<file path="src/hw/rtl/jbce_pkg.sv">
// Package for the JTAG byte command engine: item structs, pin bit positions
// and the command descriptor passed from the front end to the back end.
// Depends on nothing; every other file references it by scoped names.
package jbce_pkg;

   // Bit positions inside a host byte (and inside the held pin levels)
   localparam int unsigned PinTck    = 0;
   localparam int unsigned PinTms    = 1;
   localparam int unsigned PinNce    = 2;
   localparam int unsigned PinNcs    = 3;
   localparam int unsigned PinTdi    = 4;
   localparam int unsigned PinLed    = 5;
   localparam int unsigned ReadBit   = 6;
   localparam int unsigned ShModeBit = 7;

   localparam int unsigned PinW   = 6;
   localparam int unsigned CountW = 6;
   localparam int unsigned ByteW  = 8;

   // Pins kept steady during a shifted byte: TMS, nCE, nCS, LED
   localparam logic [PinW-1:0] HeldMask = 6'b10_1110;

   // Sixteen pin phases per shifted byte: phase[3:1] is the bit, phase[0] TCK
   localparam int unsigned     PhaseW    = 4;
   localparam logic [PhaseW-1:0] LastPhase = 4'd15;

   // Command queue between front end and back end
   localparam int unsigned QueueDepth = 2;
   localparam int unsigned QueueAddrW = 1;
   localparam int unsigned QueueCntW  = 2;

   typedef struct packed {
      logic [7:0] host_byte;
      logic [7:0] tdo_sample;
   } req_type;

   typedef struct packed {
      logic       pin_tck;
      logic       pin_tms;
      logic       pin_tdi;
      logic       pin_nce;
      logic       pin_ncs;
      logic       pin_led;
      logic       read_valid;
      logic [7:0] read_byte;
      logic       run_last;
   } rsp_type;

   // One classified item: a single pin phase or a shifted data byte
   typedef struct packed {
      logic            is_shift;  // 1: sixteen phases from data, 0: one phase
      logic [PinW-1:0] pins;      // full pins, or held pins for a shift
      logic            rd;        // readback requested on the final phase
      logic [ByteW-1:0] data;     // byte to shift out on TDI, LSB first
      logic [ByteW-1:0] tdo;      // byte to return when rd is set
   } cmd_type;

   // Queue status seen by the front end and the back end
   typedef struct packed {
      logic full;
      logic nonempty;
   } qstat_type;

endpackage

</file>
<file path="src/hw/rtl/jbce_front.sv">
// Front end of the JTAG byte command engine: accepts host items, tracks the
// bitbang/shift mode and held pins, and pushes one command per item.
// Depends on jbce_pkg.
module jbce_front (
   input  logic               clock,
   input  logic               reset,
   input  logic               req_valid,
   output logic               req_ready,
   input  jbce_pkg::req_type  req_item,
   input  jbce_pkg::qstat_type q_stat,
   output logic               q_push,
   output jbce_pkg::cmd_type  q_cmd
);

   logic                          shift_active_ff, shift_active_in;
   logic [jbce_pkg::CountW-1:0]   bytes_left_ff, bytes_left_in;
   logic                          read_en_ff, read_en_in;
   logic [jbce_pkg::PinW-1:0]     pins_ff, pins_in;

   logic [jbce_pkg::PinW-1:0]     held;
   logic [jbce_pkg::CountW-1:0]   hdr_count;

   assign req_ready = !q_stat.full;
   assign q_push    = req_valid && req_ready;
   assign held      = pins_ff & jbce_pkg::HeldMask;
   assign hdr_count = req_item.host_byte[jbce_pkg::CountW-1:0];

   // Classify the item and work out the next mode state
   always_comb begin
      shift_active_in = shift_active_ff;
      bytes_left_in   = bytes_left_ff;
      read_en_in      = read_en_ff;
      pins_in         = pins_ff;
      q_cmd           = '0;
      if (shift_active_ff) begin
         q_cmd.is_shift = 1'b1;
         q_cmd.pins     = held;
         q_cmd.rd       = read_en_ff;
         q_cmd.data     = req_item.host_byte;
         q_cmd.tdo      = req_item.tdo_sample;
         // last phase leaves TCK high and TDI at the top data bit
         pins_in = held;
         pins_in[jbce_pkg::PinTck] = 1'b1;
         pins_in[jbce_pkg::PinTdi] = req_item.host_byte[jbce_pkg::ByteW-1];
         bytes_left_in = bytes_left_ff - 1'b1;
         if (bytes_left_ff == jbce_pkg::CountW'(1)) begin
            shift_active_in = 1'b0;
            read_en_in      = 1'b0;
         end
      end else if (req_item.host_byte[jbce_pkg::ShModeBit]) begin
         // header: report current pins; a zero count stays in bitbang mode
         q_cmd.pins = pins_ff;
         if (hdr_count != '0) begin
            shift_active_in = 1'b1;
            bytes_left_in   = hdr_count;
            read_en_in      = req_item.host_byte[jbce_pkg::ReadBit];
         end
      end else begin
         pins_in    = req_item.host_byte[jbce_pkg::PinW-1:0];
         q_cmd.pins = req_item.host_byte[jbce_pkg::PinW-1:0];
         q_cmd.rd   = req_item.host_byte[jbce_pkg::ReadBit];
         q_cmd.tdo  = {7'b0, req_item.tdo_sample[0] & req_item.host_byte[jbce_pkg::ReadBit]};
      end
   end

   // Hold mode state; advance only on an accepted item
   always_ff @(posedge clock) begin
      if (reset) begin
         shift_active_ff <= 1'b0;
         bytes_left_ff   <= '0;
         read_en_ff      <= 1'b0;
         pins_ff         <= '0;
      end else if (q_push) begin
         shift_active_ff <= shift_active_in;
         bytes_left_ff   <= bytes_left_in;
         read_en_ff      <= read_en_in;
         pins_ff         <= pins_in;
      end
   end

   a_active_has_count: assert property (@(posedge clock) disable iff (reset)
      shift_active_ff |-> (bytes_left_ff != '0))
      else $error("shift mode with zero bytes left");

   a_idle_no_read: assert property (@(posedge clock) disable iff (reset)
      !shift_active_ff |-> !read_en_ff)
      else $error("read enable kept outside shift mode");

endmodule

</file>
<file path="src/hw/rtl/jbce_queue.sv">
// Two-entry command queue between the front end and the back end.
// Depends on jbce_pkg.
module jbce_queue (
   input  logic                clock,
   input  logic                reset,
   input  logic                push,
   input  jbce_pkg::cmd_type   push_cmd,
   input  logic                pop,
   output jbce_pkg::cmd_type   head_cmd,
   output jbce_pkg::qstat_type stat
);

   jbce_pkg::cmd_type               mem_ff [jbce_pkg::QueueDepth];
   logic [jbce_pkg::QueueAddrW-1:0] wr_ptr_ff, rd_ptr_ff;
   logic [jbce_pkg::QueueCntW-1:0]  count_ff, count_in;

   assign stat.full     = (count_ff == jbce_pkg::QueueCntW'(jbce_pkg::QueueDepth));
   assign stat.nonempty = (count_ff != '0);
   assign head_cmd      = mem_ff[rd_ptr_ff];

   always_comb begin
      count_in = count_ff;
      case ({push, pop})
         2'b10:   count_in = count_ff + 1'b1;
         2'b01:   count_in = count_ff - 1'b1;
         default: count_in = count_ff;
      endcase
   end

   // Store entries; payload needs no reset
   always_ff @(posedge clock) begin
      if (push) begin
         mem_ff[wr_ptr_ff] <= push_cmd;
      end
   end

   // Advance pointers and fill count
   always_ff @(posedge clock) begin
      if (reset) begin
         wr_ptr_ff <= '0;
         rd_ptr_ff <= '0;
         count_ff  <= '0;
      end else begin
         if (push) wr_ptr_ff <= wr_ptr_ff + 1'b1;
         if (pop)  rd_ptr_ff <= rd_ptr_ff + 1'b1;
         count_ff <= count_in;
      end
   end

   a_no_overflow: assert property (@(posedge clock) disable iff (reset)
      stat.full |-> !push || pop)
      else $error("push into full queue");

   a_no_underflow: assert property (@(posedge clock) disable iff (reset)
      pop |-> stat.nonempty)
      else $error("pop from empty queue");

endmodule

</file>
<file path="src/hw/rtl/jbce_back.sv">
// Back end of the JTAG byte command engine: expands each queued command
// into pin phases and holds them in the result output register.
// Depends on jbce_pkg.
module jbce_back (
   input  logic                clock,
   input  logic                reset,
   input  jbce_pkg::qstat_type q_stat,
   input  jbce_pkg::cmd_type   q_head,
   output logic                q_pop,
   output logic                rsp_valid,
   input  logic                rsp_ready,
   output jbce_pkg::rsp_type   rsp_item
);

   logic                          busy_ff, busy_in;
   jbce_pkg::cmd_type             cur_ff;
   logic [jbce_pkg::PhaseW-1:0]   phase_ff, phase_in;
   logic                          rsp_valid_ff;
   jbce_pkg::rsp_type             rsp_ff, rsp_in;

   logic                          src_valid;
   jbce_pkg::cmd_type             src_cmd;
   logic [jbce_pkg::PhaseW-1:0]   src_phase;
   logic                          out_free;
   logic                          emit;
   logic                          fin;
   logic [2:0]                    bit_idx;

   assign out_free  = !rsp_valid_ff || rsp_ready;
   assign src_valid = busy_ff || q_stat.nonempty;
   assign src_cmd   = busy_ff ? cur_ff : q_head;
   assign src_phase = busy_ff ? phase_ff : '0;
   assign emit      = src_valid && out_free;
   assign q_pop     = emit && !busy_ff;
   assign bit_idx   = src_phase[jbce_pkg::PhaseW-1:1];
   assign fin       = !src_cmd.is_shift || (src_phase == jbce_pkg::LastPhase);

   // Build the pin phase for the current source
   always_comb begin
      rsp_in            = '0;
      rsp_in.pin_tms    = src_cmd.pins[jbce_pkg::PinTms];
      rsp_in.pin_nce    = src_cmd.pins[jbce_pkg::PinNce];
      rsp_in.pin_ncs    = src_cmd.pins[jbce_pkg::PinNcs];
      rsp_in.pin_led    = src_cmd.pins[jbce_pkg::PinLed];
      if (src_cmd.is_shift) begin
         rsp_in.pin_tck = src_phase[0];
         rsp_in.pin_tdi = src_cmd.data[bit_idx];
      end else begin
         rsp_in.pin_tck = src_cmd.pins[jbce_pkg::PinTck];
         rsp_in.pin_tdi = src_cmd.pins[jbce_pkg::PinTdi];
      end
      rsp_in.run_last   = fin;
      rsp_in.read_valid = fin && src_cmd.rd;
      rsp_in.read_byte  = (fin && src_cmd.rd) ? src_cmd.tdo : '0;
   end

   // Advance the phase counter of a shifted byte
   always_comb begin
      busy_in  = busy_ff;
      phase_in = phase_ff;
      if (emit) begin
         busy_in  = !fin;
         phase_in = src_phase + 1'b1;
      end
   end

   // Hold the command being expanded; payload needs no reset
   always_ff @(posedge clock) begin
      if (q_pop) begin
         cur_ff <= q_head;
      end
      if (emit) begin
         rsp_ff <= rsp_in;
      end
   end

   always_ff @(posedge clock) begin
      if (reset) begin
         busy_ff      <= 1'b0;
         phase_ff     <= '0;
         rsp_valid_ff <= 1'b0;
      end else begin
         busy_ff  <= busy_in;
         phase_ff <= phase_in;
         if (emit) begin
            rsp_valid_ff <= 1'b1;
         end else if (rsp_ready) begin
            rsp_valid_ff <= 1'b0;
         end
      end
   end

   assign rsp_valid = rsp_valid_ff;
   assign rsp_item  = rsp_ff;

   a_busy_is_shift: assert property (@(posedge clock) disable iff (reset)
      busy_ff |-> cur_ff.is_shift)
      else $error("back end busy on a single-phase command");

   a_busy_mid_phase: assert property (@(posedge clock) disable iff (reset)
      busy_ff |-> (phase_ff != '0))
      else $error("back end busy at phase zero");

   a_read_only_last: assert property (@(posedge clock) disable iff (reset)
      (rsp_valid_ff && rsp_ff.read_valid) |-> rsp_ff.run_last)
      else $error("readback on a phase that is not the last");

endmodule

</file>
<file path="src/hw/rtl/jtag_byte_command_engine.sv">
// Top level of the JTAG byte command engine: front end, command queue and
// back end. Depends on jbce_pkg, jbce_front, jbce_queue and jbce_back.
//
//   channel | direction | handshake             | payload
//   --------+-----------+-----------------------+---------------------------
//   req_    | in        | req_valid / req_ready | req_item  (host_byte, tdo)
//   rsp_    | out       | rsp_valid / rsp_ready | rsp_item  (pins, readback)
//
// A bitbang byte or a header gives one result; a data byte in shift mode
// gives sixteen results, one pin phase per cycle while rsp_ready is high,
// set by the back end's phase counter. Items enter back to back while the
// two-entry command queue has room. Reset (synchronous) returns to bitbang
// mode with all pins low and an empty queue. A low rsp_ready holds the output
// register; the front end keeps accepting until the queue fills.
module jtag_byte_command_engine (
   input  logic               clock,
   input  logic               reset,
   input  logic               req_valid,
   output logic               req_ready,
   input  jbce_pkg::req_type  req_item,
   output logic               rsp_valid,
   input  logic               rsp_ready,
   output jbce_pkg::rsp_type  rsp_item
);

   jbce_pkg::qstat_type q_stat;
   jbce_pkg::cmd_type   push_cmd;
   jbce_pkg::cmd_type   head_cmd;
   logic                q_push;
   logic                q_pop;

   jbce_front u_front (
      .clock     (clock),
      .reset     (reset),
      .req_valid (req_valid),
      .req_ready (req_ready),
      .req_item  (req_item),
      .q_stat    (q_stat),
      .q_push    (q_push),
      .q_cmd     (push_cmd)
   );

   jbce_queue u_queue (
      .clock    (clock),
      .reset    (reset),
      .push     (q_push),
      .push_cmd (push_cmd),
      .pop      (q_pop),
      .head_cmd (head_cmd),
      .stat     (q_stat)
   );

   jbce_back u_back (
      .clock     (clock),
      .reset     (reset),
      .q_stat    (q_stat),
      .q_head    (head_cmd),
      .q_pop     (q_pop),
      .rsp_valid (rsp_valid),
      .rsp_ready (rsp_ready),
      .rsp_item  (rsp_item)
   );

endmodule

</file>
<file path="config.mk">
export PLATFORM = sky130hd
export DESIGN_NAME = jtag_byte_command_engine
export DESIGN_NICKNAME = d
export VERILOG_FILES = /design/src/hw/rtl/jbce_pkg.sv /design/src/hw/rtl/jbce_front.sv /design/src/hw/rtl/jbce_queue.sv /design/src/hw/rtl/jbce_back.sv /design/src/hw/rtl/jtag_byte_command_engine.sv
export SDC_FILE = /design/constraint.sdc
export NUM_CORES = 1
export LEC_CHECK = 0
export ABC_AREA = 1
export BUFFER_PORTS_ARGS = -buffer_cell sky130_fd_sc_hd__buf_2
export CORE_MARGIN = 5
export CORE_UTILIZATION = 40
export CTS_CLUSTER_DIAMETER = 150
export DETAILED_ROUTE_END_ITERATION = 16
export GPL_TIMING_DRIVEN = 0
export SYNTH_ARGS = -nofsm -noshare
export SYNTH_HDL_FRONTEND = slang
export SYNTH_SLANG_ARGS = --single-unit
</file>
<file path="constraint.sdc">
create_clock -name clock -period 5.46 [get_ports clock]
set_input_delay 1.092 -clock clock [delete_from_list [all_inputs] [get_ports clock]]
set_output_delay 1.092 -clock clock [all_outputs]
set_load 0.02 [all_outputs]
</file>
== Yosys cells after proc, flatten, opt, wreduce, memory -nomap -nowiden ==
Memories as Yosys holds them, arrays and structs flattened. A register that Yosys moved wholly into a read port is not among the register bits.
Index checks and enable logic that the tools add are counted.

* Output and inout port bits: 18
* Register bits: 64
* Memory bits (writable): 48
* Input port bits: 20
* Memories kept: 1
* Logic and storage cells: 94

* Muxes and demuxes: 32
* Add/subtract/negate cells: 6
* Order comparisons: 1
* Equal/unequal tests: 6
* Reduce and logical (&&, ||, !) cells: 21
* Bitwise logic cells: 2

{| class="wikitable"
|+ Memories
! name !! depth !! width !! rd ports !! clocked after memory_dff !! write ports !! RTL line !! RTL
|-
| u_queue.mem_ff || 2 || 24 || 1 || 1 || 1 || jbce_queue.sv:13 || <nowiki>jbce_pkg::cmd_type mem_ff [jbce_pkg::QueueDepth];</nowiki>
|}

{| class="wikitable"
|+ Operator list
! kind !! number
|-
| 2-to-1 mux 24 bit || 1
|-
| 2-to-1 mux 6 bit || 4
|-
| 2-to-1 mux 1 bit || 20
|-
| 2-to-1 mux 8 bit || 2
|-
| nonzero test 2 bit || 5
|-
| 2-to-1 mux 7 bit || 1
|-
| equality test 6 x 1 -> 1 bit, second input constant || 1
|-
| nonzero test 6 bit || 1
|-
| subtractor 6 x 1 -> 6 bit, second input constant || 1
|-
| zero test 1 bit || 5
|-
| 2-to-1 mux 5 bit || 1
|-
| adder 4 x 1 -> 4 bit, second input constant || 1
|-
| equality test 2 bit, second input constant || 2
|-
| equality test 4 bit, second input constant || 1
|-
| logical AND 1 bit || 4
|-
| less-than comparator 3 x 4 -> 1 bit, second input constant || 1
|-
| 2-to-1 mux 4 bit || 1
|-
| case mux 2 bit (2 select lines) || 1
|-
| AND reduction 4 bit || 1
|-
| binary-select mux 1 bit (select 3 bit) || 1
|-
| logical OR 1 bit || 3
|-
| AND reduction 3 bit || 1
|-
| adder 1 bit, second input constant || 2
|-
| adder 2 x 1 -> 2 bit, second input constant || 1
|-
| 6 further kinds || 6
|}

== Longest topological paths before layout ==
* Word-level depth: 6
* Mapped depth: 10
* Depth with buffers taken out: 10

== Cells and area by module ==
A second synthesis with hierarchy kept.

* Cells, all modules: 449
* Area, all modules: 5063.6 sq um

{| class="wikitable"
|+ Modules (own cells, without submodules)
! module !! cells an instance !! seq. area each (sq um) !! area an instance (sq um) !! instances
|-
| jbce_queue || 108 || 1541.5 || 2063.2 || 1
|-
| jbce_back || 168 || 1321.3 || 1920.6 || 1
|-
| jbce_front || 173 || 280.3 || 1079.8 || 1
|}

== Worst setup path after synthesis ==
OpenSTA, ideal clock, no wires.

* Kind: in2reg
* Start: input port rsp_ready
* End: register u_queue.count_ff[1] in the netlist's numbering
* Required time: 5338 ps
* Stages on the path: 9
* Path buffers: 0
* Setup time: 122 ps
* Path slack: 2741 ps
* Data arrival time: 2596 ps
* Path through: nor2_1 -> inv_2 -> nand3_1 -> inv_1 -> ha_1 -> a21oi_1 -> o21ai_0 -> o21ai_0 -> a21oi_1

* Word-level cells in the longest chain between the ends: 5
* Elaborated cells on any way between the ends: 7
* Classes of those cells: 2 x eq/ne; 1 x mux; 4 x reduce/logical

{| class="wikitable"
|+ Ends and longest elaborated chain
! element !! RTL line !! RTL
|-
| start: declaration || jtag_byte_command_engine.sv:22 || <nowiki>input logic rsp_ready,</nowiki>
|-
| logical OR 1 bit * || jbce_back.sv:29 || <nowiki>assign out_free = !rsp_valid_ff || rsp_ready;</nowiki>
|-
| logical AND 1 bit * || jbce_back.sv:33 || <nowiki>assign emit = src_valid && out_free;</nowiki>
|-
| logical AND 1 bit * || jbce_back.sv:34 || <nowiki>assign q_pop = emit && !busy_ff;</nowiki>
|-
| via q_pop || jtag_byte_command_engine.sv:30 || <nowiki>logic q_pop;</nowiki>
|-
| equality test 2 x 1 -> 1 bit / equality test 2 bit (equally long branches) || jbce_queue.sv:23 || <nowiki>case ({push, pop})</nowiki>
|-
| case mux 2 bit (2 select lines) / nonzero test 2 bit (equally long branches) || -- ||
|-
| end signal: assignment || jbce_queue.sv:46 || <nowiki>count_ff <= count_in;</nowiki>
|-
| end: declaration || jbce_queue.sv:15 || <nowiki>logic [jbce_pkg::QueueCntW-1:0] count_ff, count_in;</nowiki>
|}

Mark *: on every way through the listed nets, which the timed path passes. The rest lies on a longest branch.
A chain may end at the register's enable or synchronous reset.

== Worst setup path in the final report ==
Same ends and word-level chain as after synthesis.

==> results_dict.tcl <==
set metrics [dict create \
    outcome "completed" \
    hold_viol 0 \
    cp.arrival_ns 3.09 \
    period_needed_ns 2.82 \
    synth_fp_nets 510 \
    p_switching_mw 1.05 \
    slew_viol_final 0 \
    drv_cap 0 \
    start_kind "input port" \
    fin_ws_ns 2.64 \
    crit_family "buffers and inverters" \
    power_frac_seq_pct 42.8 \
    post-dp-hpwl_um 6700 \
    rsz0062_at_grt "false" \
    dp_slack_ns 2.22 \
    grt_overflow 0 \
    cts_tree "done" \
    clock_latency_ns 0.40 \
    clockBufferDepth 2 \
    numCtsBuffers 17 \
    ant_nets 0 \
    cp_max_fo 25 \
    setup_violations 0 \
    grt_use_total_pct 13.8 \
    period_share_pct 51.6 \
    crit_chain "buf_2, nor2_1, inv_2, nand3_1, inv_1, ha_1, a21oi_1, o21ai_0, o21ai_0, a21oi_1" \
    synth_ff_type "edfxtp_1" \
    async_reset_ff_share_pct 0 \
    clock-root-buffer "clkbuf_16" \
    p_int_mw 2.15 \
    finClkSkew_ns 0.0198 \
    cts_resized 0 \
    drc 0 \
    synth_area_um2 4840 \
    wire_per_inst_um 12.8 \
    syn_inst 486 \
    synth_seq_cells 113 \
    boundaryPins 38 \
    htreeDepth 4 \
    hold_path.class "reg -> reg" \
    first_pass_iters 5 \
    antenna_cells 0 \
    syn_area_per_cell_um2 9.97 \
    start_util_pct 40.5 \
    relSlewSlack_pct 32.1 \
    p_leak_nw 2.49 \
    end_kind "flop" \
    synth_edf_count 88 \
    vias_per_cell 4.74 \
    max_freq_mhz 355 \
    globalplace.congestion 0.791 \
    port_buffers 36 \
    switching_share_pct 32.9 \
    post-cts-setup-buffers 0 \
    cts_sinks 113 \
    grt_max_degree 26 \
    grt_pass1_vias 3291 \
    ctsHoldBuffers 0 \
    worst-path-buf-inv 3 \
    tns_ns 0 \
    nets 567 \
    vias 3335 \
    synthTopCellsByArea "edfxtp_1 55%, nand2_1 12%, dfxtp_1 10%" \
    wl_um 9030 \
    rows 40 \
    drive_gt1_share_pct 20.3 \
    drtIter0Drc 197 \
    worstSetupPathType "in -> reg" \
    critical_path.max_stage_delay_ns 0.76 \
    synth.distinct_cells 30 \
    core-area_um2 12000 \
    antenna_found_initial 0 \
    comb_power_share_pct 25.4 \
    yosysTopAreaCellShare_pct 54.5 \
    power_density_nw_per_um2 552 \
    tightest_slew_ns 1.02 \
    yosysSeqAreaShare_pct 64.9 \
    synth_warnings 0 \
    fp.dieH_um 120 \
    clock_power_share_pct 31.8 \
    synthTopCellsByCount "158 x nand2_1, 88 x edfxtp_1, 40 x inv_1, 35 x nor2_1, 25 x dfxtp_1" \
    cts.clk_slew.worst_paths_ns 0.05 \
    cp_slowest_cell "inv_1" \
    yosys.area.top_type "edfxtp_1" \
    ir_drop_mv 0.226 \
    die-area_um2 14400 \
    yosysMostFrequentCell "nand2_1" \
    syn_to_final_growth_pct 19.8 \
    grt_pass1_wl_um 15500 \
    required_ns 5.73 \
    die_w_um 120 \
]
cell type report:
class	count	area, um^2
buffer	16	77.6
clock buffer	18	429
clock inverter	14	133
multi-input combinational	304	1430
tap	147	184
fill	1104	6160
inverter	53	199
sequential	113	3140
timing repair buffer	38	206
sequential cells by signal (all words and copies together) (netlist names), named ones only:
name,flops
u_queue.wr_ptr_ff,1
u_front.bytes_left_ff,6
u_front.pins_ff,6
u_queue.rd_ptr_ff,1
u_queue.count_ff,2
u_front.read_en_ff,1
u_back.busy_ff,1
u_back.rsp_item,16
u_front.shift_active_ff,1
u_back.phase_ff,4
u_back.rsp_valid,1
u_back.cur_ff,24
u_queue.mem_ff,48
worst min-delay path, cell delays in order (launching register included):
cell     delay, ns
dfxtp_1       0.31
nand2_1       0.06
a21oi_1       0.05
cell usage in the layout, fill, tap and decap left out, drive strengths merged:
cell type    n
a31oi        5
buf         50
edfxtp      88
inv         56
nor2        36
o211ai       2
nand4        4
clkinv       5
a211oi       1
nand3b       1
bufinv       1
xor2         3
mux2i        2
nand2      164
o21a         1
or2          3
o21ai       30
dfxtp       25
nand3       22
a21oi       26
clkinvlp     5
clkbuf      22
ha           4
cell families (layout without fill, tap and decap cells):
family	after synthesis	after routing	share of synthesized area, %
AND/OR/NAND/NOR	230	230	19.6
AO/OA/AOI/OAI	65	65	7.83
flip-flops	113	113	64.9
XOR/XNOR	3	3	0.542
multiplexers	2	2	0.413
adder cells (fa/ha/maj)	4	4	1.03
buffers and inverters	69	139	5.71
worst paths after layout:
check                                        from                          endpoint  slack, ns  cells after the start
setup / recovery                        rsp_ready  u_queue.count_ff[1]$_SDFFE_PP0P_       2.64                     10
hold / removal    u_front.read_en_ff$_SDFFE_PP0P_   u_front.read_en_ff$_SDFFE_PP0P_       0.46                      2
setup reg to reg      u_back.busy_ff$_SDFFE_PP0P_  u_queue.count_ff[1]$_SDFFE_PP0P_       2.89                      9
hold reg to reg   u_front.read_en_ff$_SDFFE_PP0P_   u_front.read_en_ff$_SDFFE_PP0P_       0.46                      2
per-layer routing:
| layer | GRT usage, % | vias up | routed length, um |
|---|---|---|---|
| met5 | 0 | - | 0 |
| met4 | 5.65 | 0 | 59 |
| met3 | 3.77 | 4 | 410 |
| met2 | 22.1 | 62 | 4360 |
| met1 | 17.7 | 1546 | 4200 |
| li1 | - | 1723 | - |
power groups by stage:
stage	Combinational [mW]	Clock, mW	Sequential, mW
6_report	0.814	1.02	1.37
3_3_place_gp	0.802	0	1.39
3_5_place_dp	0.824	0	1.39
4_1_cts	0.828	1.03	1.38
2_1_floorplan	0.503	0	1.46
5_1_grt	0.919	1.08	1.40
through the flow:
step	hold WS, ns	std cells	utilization [%]	total power, mW	instance area, um^2
after floorplan	0.439	486	-	1.96	4840
after global placement	0.459	669	43.5	2.19	5210
after detailed placement	0.457	671	43.8	2.22	5240
after CTS	0.465	703	48.5	3.24	5800
after global routing	0.480	703	48.5	3.40	5800
final	0.462	703	48.5	3.20	5800
No activity file was read; power rests on OpenSTA's default activity.
